===== config.mk =====
export PLATFORM = sky130hd
export DESIGN_NAME = integer_to_ascii_formatter_unit
export DESIGN_NICKNAME = d
export VERILOG_FILES = /design/src/hw/rtl/itoa_pkg.sv /design/src/hw/rtl/itoa_ctrl.sv /design/src/hw/rtl/itoa_dpath.sv /design/src/hw/rtl/integer_to_ascii_formatter_unit.sv
export SDC_FILE = /design/constraint.sdc
export NUM_CORES = 1
export LEC_CHECK = 0
export BUFFER_PORTS_ARGS = -buffer_cell sky130_fd_sc_hd__buf_2
export CORE_ASPECT_RATIO = 0.5
export CORE_MARGIN = 2
export CORE_UTILIZATION = 50
export CTS_BUF_LIST = sky130_fd_sc_hd__clkbuf_8 sky130_fd_sc_hd__clkbuf_16
export DETAILED_ROUTE_END_ITERATION = 16
export PLACE_DENSITY = 0.72
export SLEW_MARGIN = 20
export SYNTH_ARGS = -nofsm -noshare
export SYNTH_HDL_FRONTEND = slang
export SYNTH_HIERARCHICAL = 1
export SYNTH_SLANG_ARGS = --single-unit

===== constraint.sdc =====
create_clock -name i_clk -period 7.8 [get_ports i_clk]
set_input_delay 0.78 -clock i_clk [delete_from_list [all_inputs] [get_ports i_clk]]
set_output_delay 0.78 -clock i_clk [all_outputs]
set_load 0.02 [all_outputs]

===== src/hw/rtl/itoa_pkg.sv =====
// Shared types, opcodes and character tables of the integer to ASCII formatter.
`timescale 1ns / 1ps

package itoa_pkg;

    localparam logic [1:0] OP_SDEC = 2'd0;
    localparam logic [1:0] OP_UDEC = 2'd1;
    localparam logic [1:0] OP_HEXL = 2'd2;
    localparam logic [1:0] OP_HEXU = 2'd3;

    localparam int unsigned MaxChars = 16;
    localparam int unsigned CntW     = $clog2(MaxChars + 1);
    localparam int unsigned PtrW     = $clog2(MaxChars);

    // ceil(2^35 / 10): floor(x * DivTenRecip / 2^35) == floor(x / 10) for 32-bit x
    localparam logic [31:0] DivTenRecip = 32'hCCCC_CCCD;
    localparam int unsigned DivTenShift = 35;

    localparam logic [7:0] CHAR_MINUS = 8'h2D;

    localparam logic [7:0] HEX_LOWER [16] = '{
        8'h30, 8'h31, 8'h32, 8'h33, 8'h34, 8'h35, 8'h36, 8'h37,
        8'h38, 8'h39, 8'h61, 8'h62, 8'h63, 8'h64, 8'h65, 8'h66
    };
    localparam logic [7:0] HEX_UPPER [16] = '{
        8'h30, 8'h31, 8'h32, 8'h33, 8'h34, 8'h35, 8'h36, 8'h37,
        8'h38, 8'h39, 8'h41, 8'h42, 8'h43, 8'h44, 8'h45, 8'h46
    };

    typedef struct packed {
        logic [1:0]  opcode;
        logic [63:0] value;
    } t_in_word;

    typedef struct packed {
        logic [7:0]      out_char;
        logic            last_char;
        logic [CntW-1:0] char_count;
    } t_out_word;

    // controller -> datapath
    typedef struct packed {
        logic load;
        logic mul;
        logic div;
        logic emit;
    } t_cmd;

    // datapath -> controller
    typedef struct packed {
        logic q_zero;
        logic last;
    } t_status;

endpackage


===== src/hw/rtl/itoa_ctrl.sv =====
// Sequencer of the formatter: load, divide-by-ten loop, character emission.
`timescale 1ns / 1ps

module itoa_ctrl (
    input  logic             i_clk,
    input  logic             i_rst_n,
    input  logic             i_start,
    input  logic             i_hex,
    input  itoa_pkg::t_status i_status,
    output itoa_pkg::t_cmd   o_cmd,
    output logic             o_busy
);

    typedef enum logic [1:0] {
        S_IDLE,
        S_MUL,
        S_DIV,
        S_EMIT
    } t_state;

    t_state r_state;
    t_state n_state;
    logic   r_busy;

    always_comb begin
        o_cmd      = '0;
        o_cmd.load = (r_state == S_IDLE) && i_start;
        o_cmd.mul  = (r_state == S_MUL);
        o_cmd.div  = (r_state == S_DIV);
        o_cmd.emit = (r_state == S_EMIT);
    end

    always_comb begin
        n_state = r_state;
        case (r_state)
            S_IDLE: begin
                if (i_start) begin
                    n_state = i_hex ? S_EMIT : S_MUL;
                end
            end
            S_MUL:  n_state = S_DIV;
            S_DIV:  n_state = i_status.q_zero ? S_EMIT : S_MUL;
            S_EMIT: begin
                if (i_status.last) begin
                    n_state = S_IDLE;
                end
            end
            default: n_state = S_IDLE;
        endcase
    end

    always_ff @(posedge i_clk) begin
        if (!i_rst_n) begin
            r_state <= S_IDLE;
            r_busy  <= 1'b0;
        end else begin
            r_state <= n_state;
            r_busy  <= (n_state != S_IDLE);
        end
    end

    assign o_busy = r_busy;

endmodule


===== src/hw/rtl/itoa_dpath.sv =====
// Datapath of the formatter: magnitude, divide-by-ten step, digit store, output word.
`timescale 1ns / 1ps

module itoa_dpath #(
    parameter int unsigned HEX_WIDTH = 64
) (
    input  logic                 i_clk,
    input  logic                 i_rst_n,
    input  itoa_pkg::t_cmd       i_cmd,
    input  itoa_pkg::t_in_word   i_in,
    output itoa_pkg::t_status    o_status,
    output logic                 o_valid,
    output itoa_pkg::t_out_word  o_out
);

    localparam logic [63:0] HexMask =
        (HEX_WIDTH >= 64) ? {64{1'b1}} : ((64'd1 << HEX_WIDTH) - 64'd1);
    localparam int unsigned QW = 64 - itoa_pkg::DivTenShift;

    logic [31:0]                 r_mag;
    logic [63:0]                 r_prod;
    logic [3:0]                  r_digits [itoa_pkg::MaxChars];
    logic [itoa_pkg::CntW-1:0]   r_ndig;
    logic [itoa_pkg::CntW-1:0]   r_total;
    logic                        r_sign_pend;
    logic                        r_upper;
    logic                        r_valid;
    itoa_pkg::t_out_word         r_out;

    logic [31:0]                 low;
    logic                        neg;
    logic [63:0]                 hex_val;
    logic [itoa_pkg::PtrW-1:0]   hex_top;
    logic [QW-1:0]               quot;
    logic [31:0]                 quot_x10;
    logic [3:0]                  rem;
    logic [itoa_pkg::PtrW-1:0]   rd_ptr;
    logic [3:0]                  rd_digit;
    logic [7:0]                  digit_char;

    assign low     = i_in.value[31:0];
    assign neg     = (i_in.opcode == itoa_pkg::OP_SDEC) && low[31];
    assign hex_val = i_in.value & HexMask;

    // highest nonzero nibble; zero keeps one digit
    always_comb begin
        hex_top = '0;
        for (int i = 0; i < itoa_pkg::MaxChars; i++) begin
            if (hex_val[4*i +: 4] != 4'd0) begin
                hex_top = i[itoa_pkg::PtrW-1:0];
            end
        end
    end

    assign quot     = r_prod[63:itoa_pkg::DivTenShift];
    assign quot_x10 = {quot, 3'b000} + {2'b00, quot, 1'b0};
    assign rem      = 4'(r_mag - quot_x10);

    assign rd_ptr     = itoa_pkg::PtrW'(r_ndig - 1'b1);
    assign rd_digit   = r_digits[rd_ptr];
    assign digit_char = r_upper ? itoa_pkg::HEX_UPPER[rd_digit]
                                : itoa_pkg::HEX_LOWER[rd_digit];

    assign o_status.q_zero = (quot == '0);
    assign o_status.last   = !r_sign_pend && (r_ndig == itoa_pkg::CntW'(1));

    always_ff @(posedge i_clk) begin
        if (i_cmd.load) begin
            r_upper <= (i_in.opcode == itoa_pkg::OP_HEXU);
            if (i_in.opcode[1]) begin
                for (int i = 0; i < itoa_pkg::MaxChars; i++) begin
                    r_digits[i] <= hex_val[4*i +: 4];
                end
                r_ndig      <= itoa_pkg::CntW'(hex_top) + 1'b1;
                r_total     <= itoa_pkg::CntW'(hex_top) + 1'b1;
                r_sign_pend <= 1'b0;
            end else begin
                r_mag       <= neg ? (~low + 32'd1) : low;
                r_ndig      <= '0;
                r_sign_pend <= neg;
            end
        end
        if (i_cmd.mul) begin
            r_prod <= 64'(r_mag) * 64'(itoa_pkg::DivTenRecip);
        end
        if (i_cmd.div) begin
            r_digits[r_ndig[itoa_pkg::PtrW-1:0]] <= rem;
            r_mag   <= 32'(quot);
            r_ndig  <= r_ndig + 1'b1;
            r_total <= r_ndig + 1'b1 + itoa_pkg::CntW'(r_sign_pend);
        end
        if (i_cmd.emit) begin
            r_out.char_count <= r_total;
            r_out.last_char  <= o_status.last;
            if (r_sign_pend) begin
                r_out.out_char <= itoa_pkg::CHAR_MINUS;
                r_sign_pend    <= 1'b0;
            end else begin
                r_out.out_char <= digit_char;
                r_ndig         <= r_ndig - 1'b1;
            end
        end
    end

    always_ff @(posedge i_clk) begin
        if (!i_rst_n) begin
            r_valid <= 1'b0;
        end else begin
            r_valid <= i_cmd.emit;
        end
    end

    assign o_valid = r_valid;
    assign o_out   = r_out;

endmodule


===== src/hw/rtl/integer_to_ascii_formatter_unit.sv =====
// Top level of the integer to ASCII formatter: controller plus datapath.
`timescale 1ns / 1ps

// Formats one integer per command as ASCII text, most significant character
// first, one character word per cycle on o_out with o_valid high for exactly
// that cycle; the receiver cannot stall, so every word must be taken when shown.
// A command is taken at a clock edge with i_start high and o_busy low.
// Opcode 0 prints value[31:0] as signed decimal (leading '-'), opcode 1 as
// unsigned decimal, opcodes 2 and 3 print value[HEX_WIDTH-1:0] in lower or
// upper case hex. No leading zeros; zero prints as one '0'. Every word carries
// last_char on the final character and the total character count.
// A hex number goes from the command straight to emission, each word registered
// into o_out; o_busy drops in the cycle the last word is shown, so the next
// command can be taken then. A decimal number of D digits first runs D passes
// of a divide-by-ten step (one 32x32 reciprocal multiply, then remainder and
// digit store), and only then are its words shown: up to 10 digits of
// conversion and up to 11 words per command.
module integer_to_ascii_formatter_unit #(
    parameter int unsigned HEX_WIDTH = 64
) (
    input  logic                i_clk,
    input  logic                i_rst_n,
    input  logic                i_start,
    input  itoa_pkg::t_in_word  i_in,
    output logic                o_busy,
    output logic                o_valid,
    output itoa_pkg::t_out_word o_out
);

    itoa_pkg::t_cmd    cmd;
    itoa_pkg::t_status status;

    // sequence the load, the divide loop and the character emission
    itoa_ctrl u_ctrl (
        .i_clk    (i_clk),
        .i_rst_n  (i_rst_n),
        .i_start  (i_start),
        .i_hex    (i_in.opcode[1]),
        .i_status (status),
        .o_cmd    (cmd),
        .o_busy   (o_busy)
    );

    // hold the magnitude and digits, drive the registered output word
    itoa_dpath #(
        .HEX_WIDTH (HEX_WIDTH)
    ) u_dpath (
        .i_clk    (i_clk),
        .i_rst_n  (i_rst_n),
        .i_cmd    (cmd),
        .i_in     (i_in),
        .o_status (status),
        .o_valid  (o_valid),
        .o_out    (o_out)
    );

endmodule


* Word level (Yosys, flattened, before mapping)
Memories as Yosys holds them, arrays and structs flattened.
Cells that the tools add are included.
** Storage, ports and cells
- Bits in registers :: 126
- Memory bits (writable) :: 64
- ROM bits :: 256
- Logic and storage cells :: 112
- Memories kept :: 3
** Memories
- (no name shown) :: words 16, width 8, read ports 1, clocked after memory_dff 0, write ports 0, line itoa_dpath.sv:61 : assign digit_char = r_upper ? itoa_pkg::HEX_UPPER[rd_digit]
- (no name shown) :: words 16, width 8, read ports 1, clocked after memory_dff 0, write ports 0, line itoa_dpath.sv:62 : : itoa_pkg::HEX_LOWER[rd_digit];
- u_dpath.r_digits :: words 16, width 4, read ports 1, clocked after memory_dff 0, write ports 16, line itoa_dpath.sv:22 : logic [3:0] r_digits [itoa_pkg::MaxChars];
** Operators by class
- Add/sub/neg operators :: 7
- Multiply operators :: 1
- $lt $le $gt $ge :: 1
- Eq/ne operators :: 6
- Multiplexer cells :: 49
- Bitwise gates (word level) :: 3
- Reduce and logical (&&, ||, !) cells :: 29
** Operators by type and width (count)
- 2-to-1 mux 29 bit :: 3
- multiplier 32 x 32 -> 64 bit, second input constant :: 1
- 2-to-1 mux 4 bit :: 16
- nonzero test 4 bit :: 15
- 2-to-1 mux 5 bit :: 8
- 2-to-1 mux 8 bit :: 5
- adder 32 x 1 -> 32 bit, second input constant :: 1
- 2-to-1 mux 32 bit :: 1
- inverter 32 bit :: 1
- logical NOT 29 bit :: 1
- 2-to-1 mux 1 bit :: 11
- 2-to-1 mux 2 bit :: 4
- one-hot mux 2 bit (4 select lines) :: 1
- equality test 2 bit, second input constant :: 3
- AND reduction 2 bit :: 3
- nonzero test 2 bit :: 3
- adder 4 x 1 -> 5 bit, second input constant :: 1
- adder 5 x 1 -> 5 bit :: 1
- adder 5 x 1 -> 5 bit, second input constant :: 1
- equality test 5 x 1 -> 1 bit, second input constant :: 1
- greater-or-equal comparator 5 bit, second input constant :: 1
- inverter 4 -> 5 bit :: 1
- subtractor 5 x 1 -> 5 bit, second input constant :: 1
- adder 4 bit :: 1
- 8 further kinds :: 11

* Longest topological paths before layout
Gate-level depths: netlist of the first run.
- Word-level depth :: 22
- Depth in mapped cells :: 27

* Cells and area by module
Netlist of the first run, hierarchy kept.
** By module, submodules not included
- itoa_dpath :: times used 1, cells each 2337, area an instance 24278.3 um^2, seq. area each 4434.3 um^2
- itoa_ctrl :: times used 1, cells each 17, area an instance 150.1 um^2, seq. area each 60.1 um^2

* Worst setup path after synthesis of the first run
OpenSTA, ideal clock, no wires.
- Path kind :: register to register
- Start :: register u_dpath.r_mag[18]
- End :: register u_dpath.r_prod[59], data pin
- Library setup time :: 0.262 ns
- Data arrival time :: 6.625 ns
- Required time :: 7.538 ns
- Slack :: 0.913 ns
- Stages on the path, launching flop included :: 26
- Cell sequence :: edfxtp_1 > ha_1 > inv_1 > fa_1 > inv_1 > fa_1 > inv_1 > fa_1 > inv_1 > fa_1 > fa_1 > fa_1 > inv_1 > fa_1 > inv_1 > ha_1 > a21oi_1 > o21ai_0 > nor3_1 > o211ai_1 > o22ai_2 > o21ai_2 > a21o_2 > a221oi_4 > o21ai_1 > xor2_1
** Between the ends
- Cells in the longest elaborated chain, start to end :: 1
** RTL lines
- from (decl) :: line itoa_dpath.sv:20 : logic [31:0] r_mag;
- from (signal assigned) :: line itoa_dpath.sv:78 : r_mag <= neg ? (~low + 32'd1) : low;
- from (signal assigned) :: line itoa_dpath.sv:88 : r_mag <= 32'(quot);
- multiplier 32 x 32 -> 64 bit :: line itoa_dpath.sv:84 : r_prod <= 64'(r_mag) * 64'(itoa_pkg::DivTenRecip);
- to (signal assigned) :: line itoa_dpath.sv:84
- to (decl) :: line itoa_dpath.sv:21 : logic [63:0] r_prod;
No other way between the ends.
A chain may end at the register's enable or synchronous reset.

* Worst setup path in the final report of the first run
- Start :: register u_dpath.r_mag[13]
- End :: register u_dpath.r_prod[52], data pin
Same word-level chain as after synthesis.

==> summary.txt, run 1 <==
Setup path
  – Required time worst endpoint: 8.00 ns
  – R2r endpoint: u_dpath/r_prod[52]$_DFFE_PP_
  – R2r worst-path depth: 24
  – Startpoint types: flop
  – FF-to-FF Start: u_dpath/r_mag[13]$_DFFE_PP_
  – Crit path largest cell delay: 0.53 ns
  – Crit Path Max Fanout: 5
  – CP max stage cell: fa_1
  – CP endpoint kind: flop
  – Critical path depth: 24
  – Worst path arrival time: 7.90 ns
  – Worst path cell trace: buf_4, ha_4, inv_1, fa_1, inv_1, fa_1, inv_1, fa_1, inv_1, fa_1, fa_1, fa_1, fa_1, ha_2, a21oi_2, o21ai_1, a41oi_1, or3_1, o21bai_2, a21oi_2, o41ai_4, o2111ai_2, a221oi_2, xnor2_1
  – Cell mode on critical path: fa_1
  – Flop2flop setup slack: 0.10 ns
  – CP delay by family, top: adder cells
  – WP buf/inv: 5
  – WS Path Type: reg2reg

Floorplanning
  – DIE AREA: 50700 um^2
  – Initial Util: roughly half
  – Io pins: 85
  – # rows: 57
  – Core area: 48400 um^2
  – Die X: 317 um
  – Die span in y: 160 um

Route
  – DRC errors left: 0
  – ANT nets after route: 0
  – DRT iter0 DRCs: 1634
  – Routed wl met3: 6700 um
  – Wire length on met2: 31300 um
  – Wire length on met1: 30100 um
  – Final wirelength: 70300 um
  – Drt wl/cell: roughly 22 um
  – Top Layer Used: met5
  – Via count: roughly 18000
  – Via/cell ratio: 5.65
  – Drt first pass iters: 5

Timing
  – Final hold slack: 0.425 ns
  – Hold Vio Cnt, Final: 0
  – Fmax: approximately 0.13 GHz
  – Relative slew slack: 25.9%
  – Final Skew: just over 0.03 ns
  – Final setup viols: 0
  – Period utilization: 98.7%
  – Period minus WS final: about 7.7 ns
  – Worst slew pin tran: between 1 and 1.5 ns
  – Final worst slack: 0.101 ns
  – Final Max Tran Viols: 0

Yosys
  – Synth cell count leaders: 550 x inv_1, 386 x fa_1, 362 x ha_1, 189 x nand2_1, 141 x edfxtp_1
  – Flops & latches, synth: around 150
  – Top FF cell, synth: edfxtp_1
  – Fraction of registers with async set/reset: 0%
  – Post-Syn Area per Cell: between 10 and 15 um^2
  – Sequential-to-total area share from yosys stat: 18.4%
  – Post-Syn Instances: 2354
  – Count leader, synth: inv_1
  – Synth top area share: between 30% and 40%
  – Post-synth cell types: 80
  – Net count after synthesis: 3171
  – Synth warnings: 6
  – Synth area leaders: fa_1 32%, ha_1 19%, edfxtp_1 17%, inv_1 8.5%, nand2_1 2.9%
  – Yosys top cell by area: fa_1
  – EDFF count, synth: around 140
  – Cell Area, Synth: 24400 um^2

Hold path
  – WHS Endpoint: u_dpath/o_out[3]$_DFFE_PP_
  – Hold path startpoint: u_dpath/r_total[3]$_DFFE_PP_
  – Tightest Hold Check Type: reg2reg
  – Hold depth: 0

Placement
  – Port buffer count: 83
  – GPL Wtd Cong: roughly 1.0
  – Place WS: -0.0775 ns
  – DP Area: 26000 um^2
  – Post-DP HPWL: 60400 um

GRT
  – Largest net degree at the start of global routing: 85
  – GRT Total Usage: 29.0%
  – Antenna violations before repair: 3
  – First-pass GRT wire length: between 100000 and 150000 um
  – GRT overflow: 0
  – Vias in the first global route: 18600

Cells and area
  – P&R area growth vs syn: 9.33%
  – Final-stage net count: 3304
  – # fillers: 4233
  – Fin area: between 20000 and 30000 um^2
  – Layout cells sized above 1: 10.1%

CTS
  – CTS tree: built
  – Clock sink count: roughly 150
  – Clock-pin slew of the registers on the worst-case setup and hold paths: about 0.090 ns
  – Hold-fix buffers, CTS: 0
  – H-tree depth: 4
  – CTS max path bufs: 2
  – CTS Buf Count: 17
  – Clock root buffer master: clkbuf_16
  – Clk Latency, worst-skew pair: between 0.4 and 0.5 ns

Run
  – Max-cap viol count: 0

Run status
  – Status: finished, final reports clean
[cells by family after synthesis]
kind of cell | synth area share [%]
adder cells (fa/ha/maj) | 50.2
buffers and inverters | 9.19
AND/OR/NAND/NOR | 7.15
AO/OA/AOI/OAI | 8.63
flip-flops | 18.4
XOR/XNOR | 4.27
multiplexers | 2.18
other | 0.0154
[layout by cell type (no fill, tap or decap), types with 15 or more instances in the layout]
cell type	count
a21o_1	41
a21oi_1	65
and2_1	15
buf_2	83
buf_4	75
clkbuf_16	17
edfxtp_1	141
fa_1	386
ha_1	353
inv_1	551
mux4_2	19
nand2_1	189
nand3_1	24
nand4_1	20
nor2_1	56
nor4_1	20
o21ai_0	129
xnor2_1	54
xor2_1	64
[routing by layer]
metal / global-route usage (%) / up-vias
li1: - / 7920
met3: 7.12 / 144
met2: 44.3 / 850
met1: 40.8 / 8874
met4: 8.83 / 4
met5: 0 / -
[metrics by stage]
step           setup TNS (ns)  std cells  utilization (%)
2_1_floorplan               0       2354                -
3_3_place_gp          -0.0446       3104             53.7
3_5_place_dp           -0.109       3104             53.7
4_1_cts                     0       3136             54.9
5_1_grt              -0.00727       3150             55.2
6_report                    0       3150             55.2
[state kept, by name (all words and copies together), names as in the netlist]
register and count:
u_dpath/r_digits 64, u_dpath/r_mag 32, u_dpath/r_prod 29, u_dpath/o_out 13, u_dpath/r_ndig 5, u_dpath/r_total 5, u_ctrl/r_state 2, u_ctrl/o_busy 1
u_dpath/o_valid 1, u_dpath/r_sign_pend 1, u_dpath/r_upper 1
[worst max-delay path by stage]
| stage | start | endpoint | slack, ns |
|---|---|---|---|
| floorplan | u_dpath/r_mag[18]$_DFFE_PP_ | u_dpath/r_prod[59]$_DFFE_PP_ | 0.91 |
| global placement | u_dpath/r_mag[13]$_DFFE_PP_ | u_dpath/r_prod[52]$_DFFE_PP_ | -0.04 |
| CTS | u_dpath/r_mag[13]$_DFFE_PP_ | u_dpath/r_prod[52]$_DFFE_PP_ | 0.008 |
| finish | u_dpath/r_mag[13]$_DFFE_PP_ | u_dpath/r_prod[52]$_DFFE_PP_ | 0.10 |
| detailed placement | u_dpath/r_mag[13]$_DFFE_PP_ | u_dpath/r_prod[52]$_DFFE_PP_ | -0.08 |
| global route | u_dpath/r_mag[13]$_DFFE_PP_ | u_dpath/r_prod[52]$_DFFE_PP_ | -0.007 |
[cell type report]
cell class / instances / area, um^2 / area share, %
Clock buffer: 17 / 425 / 1.59
Tap cell: 649 / 812 / 3.04
Sequential cell: 154 / 4490 / 16.8
Multi-Input combinational cell: 1604 / 17800 / 66.5
Antenna cell: 1 / 2.50 / 0.00937
Timing Repair Buffer: 159 / 998 / 3.74
Clock inverter: 15 / 139 / 0.520
Inverter: 551 / 2070 / 7.74
[timing repair]
action                                  in CTS  in global routing
resized for setup                            2                 14
buffers inserted                             0                 13
endpoints found under the setup margin       2                 13
pin swaps                                    0                  2
Power of run 1 is not shown: default switching activity piles up to over one toggle a cycle in this logic, so the estimate is an artifact.
==> run 2: changes to the inputs <==
--- a/config.mk
+++ b/config.mk
@@ -8,10 +8,10 @@
 export BUFFER_PORTS_ARGS = -buffer_cell sky130_fd_sc_hd__buf_2
 export CORE_ASPECT_RATIO = 0.5
 export CORE_MARGIN = 2
-export CORE_UTILIZATION = 50
+export CORE_UTILIZATION = 65
 export CTS_BUF_LIST = sky130_fd_sc_hd__clkbuf_8 sky130_fd_sc_hd__clkbuf_16
 export DETAILED_ROUTE_END_ITERATION = 16
-export PLACE_DENSITY = 0.72
+export PLACE_DENSITY = 0.89
 export SLEW_MARGIN = 20
 export SYNTH_ARGS = -nofsm -noshare
 export SYNTH_HDL_FRONTEND = slang
==> summary.txt, run 2 (same netlist as run 1, synthesis figures left out) <==
Run
  – Max-cap viol count: 0

Setup path
  – CP endpoint kind: flop
  – Required time worst endpoint: around 8.0 ns
  – Worst path arrival time: 7.87 ns
  – WS Path Type: reg2reg
  – Crit Path Max Fanout: 6
  – Startpoint types: flop

Timing
  – Relative slew slack: about a quarter
  – Period minus WS final: 7.67 ns
  – Hold Vio Cnt, Final: 0
  – Final worst slack: 0.131 ns
  – Fmax: 0.130 GHz
  – Final setup viols: 0
  – Worst slew pin tran: between 1 and 1.5 ns
  – Fin Setup TNS: 0 ns
  – Final Max Tran Viols: 0
  – Setup repair after global routing missed its margin: yes
  – Final Skew: around 0.021 ns
  – Period utilization: a little over nine tenths

Floorplanning
  – DIE AREA: 39200 um^2
  – Initial Util: between 60% and 70%
  – # rows: 50
  – Die X: 278 um
  – Core area: around 37000 um^2
  – Die span in y: between 100 and 150 um
  – Io pins: 85

Cells and area
  – Final-stage net count: 3325
  – P&R area growth vs syn: 9.57%
  – Multi-input logic area: 17800 um^2
  – Layout Cells excl Fill: a little over 3000
  – Regs by FF count: u_dpath/r_digits: 64 flops, u_dpath/r_mag: 32 flops, u_dpath/r_prod: 29 flops
  – Most frequent cells in the layout: 551 x inv_1, 386 x fa_1, 353 x ha_1
  – Biggest register: u_dpath/r_digits
  – Layout cells sized above 1: between 10% and 20%
  – Largest register FFs: 64
  – Sequential cell area: 4490 um^2
  – # fillers: 2560
  – Commonest non-fill, non-tap cell in the layout: inv_1

CTS
  – Hold-fix buffers, CTS: 0
  – CTS max path bufs: 2
  – Clock root buffer master: clkbuf_16
  – CTS Buf Count: 17
  – Clk Latency, worst-skew pair: 0.45 ns
  – Clock-pin slew of the registers on the worst-case setup and hold paths: approximately 0.070 ns
  – H-tree depth: 4
  – Clock sink count: 154
  – CTS tree: built

Route
  – Via/cell ratio: about 6.1
  – Final wirelength: roughly 73000 um
  – DRT iter0 DRCs: 2132
  – Drt first pass iters: 7
  – ANT nets after route: 0
  – Drt wl/cell: 24.2 um
  – Via count: ~18000
  – DRC errors left: 0

Placement
  – Port buffer count: 83
  – Place WS: -0.223 ns
  – DP Cell Count: about 3000
  – GPL Wtd Cong: 1.04
  – Post-DP HPWL: 61500 um

GRT
  – Antenna violations before repair: 4
  – Vias in the first global route: around 19000
  – First-pass GRT wire length: around 110000 um
  – Largest net degree at the start of global routing: 85
  – GRT overflow: 0
  – GRT Total Usage: 39.0%

Run status
  – Status: finished, final reports clean

Hold path
  – Tightest Hold Check Type: reg2reg
-- run 2: area by class of cell --
cell class              instances  area share (%)
multi-input cells            1604            66.6
flip-flops and latches        154            16.8
inverters                     551            7.73
repair buffers                180            4.32
well taps                     494            2.31
clock buffers                  17            1.59
clock inverters                15           0.594
diodes                          3          0.0280
-- run 2: critical path, stage by stage (launching register included) --
cell and delay (ns):
edfxtp_1 0.60, ha_1 0.33, xor2_1 0.17, ha_1 0.20
a21o_1 0.20, fa_1 0.54, inv_1 0.05, fa_1 0.55
inv_1 0.08, fa_1 0.65, fa_1 0.46, fa_1 0.53
fa_1 0.42, ha_1 0.32, buf_4 0.18, o21ai_0 0.19
a21oi_1 0.13, o2111ai_1 0.32, a311oi_2 0.17, o22ai_4 0.22
buf_12 0.16, o21ai_2 0.07, a21o_2 0.26, a221oi_4 0.35
o21ai_1 0.12, xor2_1 0.15
-- run 2: path summary, 6_finish.rpt --
path | startpoint | end | slack [ns] | cells past startpoint
max | u_dpath/r_mag[5]$_DFFE_PP_ | u_dpath/r_prod[59]$_DFFE_PP_ | 0.13 | 25
min | u_dpath/r_total[3]$_DFFE_PP_ | u_dpath/o_out[3]$_DFFE_PP_ | 0.43 | 0
max reg2reg | u_dpath/r_mag[5]$_DFFE_PP_ | u_dpath/r_prod[59]$_DFFE_PP_ | 0.13 | 25
min reg2reg | u_dpath/r_total[3]$_DFFE_PP_ | u_dpath/o_out[3]$_DFFE_PP_ | 0.43 | 0
-- run 2: repair_timing --
item	CTS	global route
setup buffers	3	20
gates resized for setup	5	18
hold endpoints to repair	0	0
pin swaps	1	5
setup endpoints to repair	6	16
-- run 2: stage by stage --
| stage | cell area [um^2] | hold slack, ns | utilization, % |
|---|---|---|---|
| final | 26800 | 0.428 | 71.9 |
| after global placement | 25900 | 0.404 | 69.5 |
| after detailed placement | 25900 | 0.406 | 69.5 |
| after global routing | 26800 | 0.430 | 71.9 |
| after floorplan | 24400 | 0.400 | - |
| after CTS | 26500 | 0.424 | 71.2 |
-- run 2: routing by layer --
| layer | vias to the layer above | global-route usage (%) | wire length [um] |
|---|---|---|---|
| met5 | - | 0 | 0 |
| met4 | 0 | 13.7 | 2970 |
| met3 | 209 | 8.19 | 8260 |
| met2 | 1195 | 63.9 | 34000 |
| met1 | 8953 | 52.3 | 27900 |
| li1 | 7953 | - | - |
Power of run 2 is left out for the same reason.
